--- src/rtl/vlrs_pkg.sv ---
// ----------------------------------------------------------------------------
// vlrs_pkg
// Shared constants, codes and types of the variable-length record stack.
// ----------------------------------------------------------------------------
package vlrs_pkg;

  localparam int CAPACITY     = 1024;
  localparam int HEADER_BYTES = 4;
  localparam int MAX_OUT      = 64;

  localparam int ACT_W  = 3;
  localparam int DATA_W = 8;
  localparam int LEN_W  = 10;
  localparam int MAXL_W = 7;
  localparam int STAT_W = 2;
  localparam int FREE_W = 11;

  localparam int PTR_W  = $clog2(CAPACITY + 1);
  localparam int IDX_W  = $clog2(CAPACITY);
  localparam int CNT_W  = $clog2(MAX_OUT + 1);
  localparam int HDR_W  = 8 * HEADER_BYTES;
  localparam int CMP_W  = ((PTR_W > LEN_W) ? PTR_W : LEN_W) + 1;
  localparam int LCMP_W = (HDR_W > PTR_W) ? HDR_W : PTR_W;

  localparam logic [ACT_W-1:0] ACT_PUSH  = 3'd0;
  localparam logic [ACT_W-1:0] ACT_POP   = 3'd1;
  localparam logic [ACT_W-1:0] ACT_PEEK  = 3'd2;
  localparam logic [ACT_W-1:0] ACT_CLEAR = 3'd3;
  localparam logic [ACT_W-1:0] ACT_CHECK = 3'd4;

  localparam logic [STAT_W-1:0] ST_OK    = 2'd0;
  localparam logic [STAT_W-1:0] ST_FULL  = 2'd1;
  localparam logic [STAT_W-1:0] ST_EMPTY = 2'd2;
  localparam logic [STAT_W-1:0] ST_ROOM  = 2'd3;

  typedef struct packed {
    logic [ACT_W-1:0]  action;
    logic [DATA_W-1:0] data_byte;
    logic [LEN_W-1:0]  record_len;
    logic              last_byte;
    logic [MAXL_W-1:0] max_len;
  } req_t;

  typedef struct packed {
    logic [STAT_W-1:0] status;
    logic [DATA_W-1:0] out_byte;
    logic              byte_valid;
    logic              last;
    logic              is_empty;
    logic [FREE_W-1:0] free_bytes;
  } rsp_t;

  typedef struct packed {
    logic accept;
    logic hdr_wr;
    logic hdr_rd;
    logic calc;
    logic byte_rd;
    logic byte_out;
    logic none_out;
  } ctrl_cmd_t;

  typedef struct packed {
    logic out_free;
    logic push_commit;
    logic pp_busy;
    logic hdr_wr_last;
    logic hdr_rd_done;
    logic n_zero;
    logic stream_done;
  } dp_stat_t;

endpackage

--- src/rtl/vlrs_ctrl.sv ---
// ----------------------------------------------------------------------------
// vlrs_ctrl
// Sequencer: takes requests, runs header writes, header reads and byte streams.
// ----------------------------------------------------------------------------
module vlrs_ctrl (
  input  logic                 clk,
  input  logic                 rst,
  input  logic                 req_valid,
  output logic                 req_ready,
  input  vlrs_pkg::dp_stat_t   stat,
  output vlrs_pkg::ctrl_cmd_t  cmd
);

  typedef enum logic [2:0] {
    S_IDLE,
    S_HDR_WR,
    S_HDR_RD,
    S_CALC,
    S_STREAM,
    S_WAIT
  } state_t;

  state_t state;
  state_t state_next;

  always_comb begin
    cmd        = '0;
    req_ready  = 1'b0;
    state_next = state;
    case (state)
      S_IDLE: begin
        req_ready  = stat.out_free;
        cmd.accept = req_valid && stat.out_free;
        if (cmd.accept) begin
          if (stat.push_commit) begin
            state_next = S_HDR_WR;
          end else if (stat.pp_busy) begin
            state_next = S_HDR_RD;
          end
        end
      end
      S_HDR_WR: begin
        cmd.hdr_wr = 1'b1;
        if (stat.hdr_wr_last) begin
          state_next = S_IDLE;
        end
      end
      S_HDR_RD: begin
        cmd.hdr_rd = 1'b1;
        if (stat.hdr_rd_done) begin
          state_next = S_CALC;
        end
      end
      S_CALC: begin
        cmd.calc   = 1'b1;
        state_next = S_STREAM;
      end
      S_STREAM: begin
        if (stat.out_free) begin
          if (stat.n_zero) begin
            cmd.none_out = 1'b1;
            state_next   = S_IDLE;
          end else begin
            cmd.byte_rd = 1'b1;
            state_next  = S_WAIT;
          end
        end
      end
      S_WAIT: begin
        // output register is free here: it was free when the read went out
        cmd.byte_out = 1'b1;
        state_next   = stat.stream_done ? S_IDLE : S_STREAM;
      end
      default: begin
        state_next = S_IDLE;
      end
    endcase
  end

  always_ff @(posedge clk) begin
    if (rst) begin
      state <= S_IDLE;
    end else begin
      state <= state_next;
    end
  end

endmodule

--- config.mk ---
export PLATFORM = sky130hd
export DESIGN_NAME = vlrs_ctrl
export DESIGN_NICKNAME = d
export VERILOG_FILES = /design/src/rtl/vlrs_pkg.sv /design/src/rtl/vlrs_ctrl.sv
export SDC_FILE = /design/constraint.sdc
export NUM_CORES = 1
export LEC_CHECK = 0
export BUFFER_PORTS_ARGS = -buffer_cell sky130_fd_sc_hd__buf_2
export CAP_MARGIN = 0
export CORE_AREA = 2 2 39 41
export CTS_BUF_LIST = sky130_fd_sc_hd__clkbuf_8
export DETAILED_ROUTE_END_ITERATION = 6
export DIE_AREA = 0 0 41 43
export GPL_TIMING_DRIVEN = 0
export PLACE_DENSITY_LB_ADDON = 0.12
export REMOVE_ABC_BUFFERS = 1
export SLEW_MARGIN = 40
export SYNTH_ARGS = -nofsm -noshare
export SYNTH_HDL_FRONTEND = slang
export SYNTH_SLANG_ARGS = --single-unit
--- constraint.sdc ---
create_clock -name clk -period 1.19 [get_ports clk]
set_input_delay 0.1785 -clock clk [delete_from_list [all_inputs] [get_ports clk]]
set_output_delay 0.1785 -clock clk [all_outputs]
set_load 0.01 [all_outputs]
Word-level counts from Yosys, hierarchy flattened:

Index checks and enable logic that the tools add are counted.

* bits in registers: 3
* bits of input ports: 10
* logic and storage cells: 35

* equality and inequality tests: 10
* mux-type cells: 21
* reductions and logical operators: 3

Operators with widths (number)
* two-way mux 3 bit: 8
* case mux 3 bit (6 select lines): 1
* two-way mux 1 bit: 12
* != test 2 bit, second input constant: 4
* equality test 3 x 2 -> 1 bit, second input constant: 2
* equality test 3 bit, second input constant: 2
* AND reduction 5 bit: 1
* equality test 3 x 1 -> 1 bit, second input constant: 1
* zero test 3 bit: 1
* != test 3 bit, second input constant: 1
* logical AND 1 bit: 1

Longest topological paths before layout:

* depth in word-level cells: 4
* depth in mapped cells: 5

Least setup slack after synthesis:

OpenSTA, ideal clock, no wires.

* path type: reg-to-output
* start: register state[0]
* end: output cmd[6] (netlist name)
* setup slack: -29 ps
* path buffers: 1
* arrival: 1040 ps
* stages on the path, launching flop included: 6
* data required time: 1012 ps
* path through: dfxtp_1 -> buf_4 -> nor2_2 -> nand2_1 -> nor2_1 -> and2_1

RTL lines
* from (decl): line vlrs_ctrl.sv:23 `state_t state;`
* from (signal assigned): line vlrs_ctrl.sv:84 `state <= state_next;`
* to (decl): line vlrs_ctrl.sv:11 `output vlrs_pkg::ctrl_cmd_t cmd`

==> results.yml <==
layout:
  final_common_cell: "buf_2"
  n_antenna_cell: 0
  nFillCells: 168
  finish.utilization_pct: 33.7
  final_nets: 70
  drive_above_1_share_pct: 59.3
  largest_reg_flops: 3
  largestRegisters: "state: 3 flops"
  areaGrowthSynthToFinish_pct: 73.5
  most-common-layout-cells: "buf_2 (17), buf_4 (4), nor2_1 (3), clkbuf_8 (3), dfxtp_4 (3)"
  final_area_sq_um: 467
  regMostFlops: "state"
critical_path:
  cp_top_family: "simple AND/OR/NAND/NOR gates"
  crit_path_start: "state[0]"
  ff2ff_setup_slack_ns: 0.06
  crit_fanout: 3
  worstPathArrival_ns: 1.06
  critPathBufInv: 1
  cp.required_ns: 1.01
  r2r-start: "state[2]"
  cp_cell_sequence: "nor2_4, nand2_2, nor2_2, and2_1, buf_2"
  slowest_delay_ns: 0.34
  ff2ff_path_depth: 5
  slowest_stage: "dfxtp_4"
  criticalPathCategory: "flip-flop to primary output"
  rr_endpoint: "state[0]"
  cp-end-kind: "primary output"
  critPathLaunchType: "flip-flop"
clocking:
  cts_tree: "done"
  worstSkewPairLatency_ns: 0.21
  htree_levels: 1
  path_clk_slew_ns: 0.03
  numClockSinks: 3
  cts_root_buf: "clkbuf_8"
  cts_buffer_depth: 2
  cts_buffers: 3
detailed_routing:
  avgViaCountPerCell: 4.56
  dr.first_iter.drc_count: 4
  wl_per_cell_um: 10.5
  vias: 342
  ant_nets: 0
  wirelength_um: 784
  drtPass1Iterations: 3
  drc: 0
global_routing:
  grt_start_max_net_pins: 15
  grt_pass1_wl_um: 1200
  antenna_found_initial: 0
  track_usage_pct: 10.3
  first_global_vias: 309
  grt-ovfl-total: 0
sta:
  tns_ns: -0.0762
  max_slew.worst_pin.slew_ns: 0.295
  post-route-min-period_ns: 1.24
  hold_violations: 0
  rsz0062_at_grt: "yes"
  setup_ws_ns: -0.0513
  slew_viol_final: 0
  max_freq_ghz: 0.806
  period_share_pct: 104
  slew_headroom_pct: 79.8
  setup_viol: 2
  fin_worst_skew_ns: 0.00352
die:
  row_count: 14
  die_w_um: 41
  initial_core_util_pct: 19.4
  io_pins: 18
  core-area_sq_mm: 0.00138
  dieArea_sq_mm: 0.00176
  die-height_um: 43
run_status:
  violations: "setup timing"
  status: "finished with violations"
min_path:
  holdPathEnd: "state[0]"
  min_from: "rst"
  hold_depth: 2
  hold_path_class: "input port to flip-flop"
synth:
  yosys_warnings: 0
  synth_cells: 35
  ys_types: 23
  synth_area_sq_um: 269
  synth_seq_cells: 3
  postSynthAreaPerCell_sq_um: 7.69
  ys_seq_area_share_pct: 22.3
place:
  dpl_cell_area_sq_um: 355
  gp_congestion: 0.622
  io_buffers: 17
  hpwlAfterDp_um: 529
power:
  power.leakage_nw: 0.216
  peakVddDrop_v: 0.000613
  power_density_mw_per_mm2: 990
run:
  max_cap_violations: 0
## how the worst max path moves through the flow
stage | to | slack (ns) | cells after the start
4_1_cts | cmd[6] | -0.09 | 5
6_report | cmd[6] | -0.05 | 5
5_1_grt | cmd[6] | -0.14 | 5
3_3_place_gp | state[2] | -0.08 | 4
2_1_floorplan | cmd[6] | 0.01 | 4
3_5_place_dp | cmd[6] | -0.08 | 5
## stage by stage
| step | hold WS [ns] | setup WS (ns) | total power [W] | std cells |
|---|---|---|---|---|
| after global placement | 0.376 | -0.0752 | 0.000173 | 66 |
| after floorplan | 0.248 | 0.0133 | 0.000141 | 33 |
| after detailed placement | 0.379 | -0.0759 | 0.000173 | 66 |
| after global routing | 0.145 | -0.144 | 0.000495 | 75 |
| final | 0.148 | -0.0513 | 0.000462 | 75 |
| after CTS | 0.146 | -0.0852 | 0.000473 | 73 |
## power breakdown
part | internal, W | leakage (nW) | switching, W | total, W
clock network | 0.000219 | 0.0269 | 0.0000614 | 0.000280
registers | 0.0000999 | 0.0266 | 0.00000456 | 0.000104
logic | 0.0000406 | 0.163 | 0.0000366 | 0.0000773
## synth_stat cells
master	count	area [sq um]
nor2_1	4	15.0
dfxtp_1	3	60.1
nand2_1	3	11.3
a21oi_1	2	10.0
nand2b_1	2	12.5
nor3_1	2	10.0
o211ai_1	2	15.0
o21ai_1	2	10.0
a2111oi_0	1	8.76
a21boi_1	1	7.51
and2_1	1	6.26
and3_1	1	6.26
buf_4	1	7.51
buf_6	1	11.3
inv_2	1	3.75
nand3b_1	1	7.51
nand4b_1	1	8.76
nor2_2	1	6.26
nor3b_2	1	12.5
nor4b_2	1	15.0
nor4bb_1	1	10.0
o31ai_1	1	7.51
or3_1	1	6.26
## what timing repair did
item                                    in CTS  in global routing
resized for setup                            8                  4
pin swaps                                    3                  7
endpoints found under the setup margin      10                  9
setup buffers                                3                  2
endpoints found under the hold margin        0                  0
hold buffers                                 0                  0
## metal layers
layer | share of wire (%) | global-route usage, % | vias up
met1 | 40 | 10.5 | 158
met2 | 56 | 16.3 | 6
li1 | - | - | 178
met3 | 3.8 | 4.71 | 0
met5 | 0 | 0 | -
met4 | 0 | 6.00 | 0
## logic make-up (layout without fill, tap and decap cells)
| family | Yosys count | after routing | synth area share, % |
|---|---|---|---|
| AOI/OAI and AO/OA | 9 | 9 | 21.9 |
| DFF | 3 | 3 | 22.3 |
| and+or+nand+nor | 20 | 20 | 47.4 |
| buffers and inverters | 3 | 27 | 8.37 |
## area by class of cell
class                      count  area [sq um]  area share [%]
clock buffer                   3          41.3            8.85
sequential                     3          71.3            15.3
multi-input combinational     29           201            43.2
tap                           16          20.0            4.29
inverter                       1          6.26            1.34
timing repair buffer          22           123            26.3
clock inverter                 1          3.75           0.804
(Power assumes the default switching activity.)
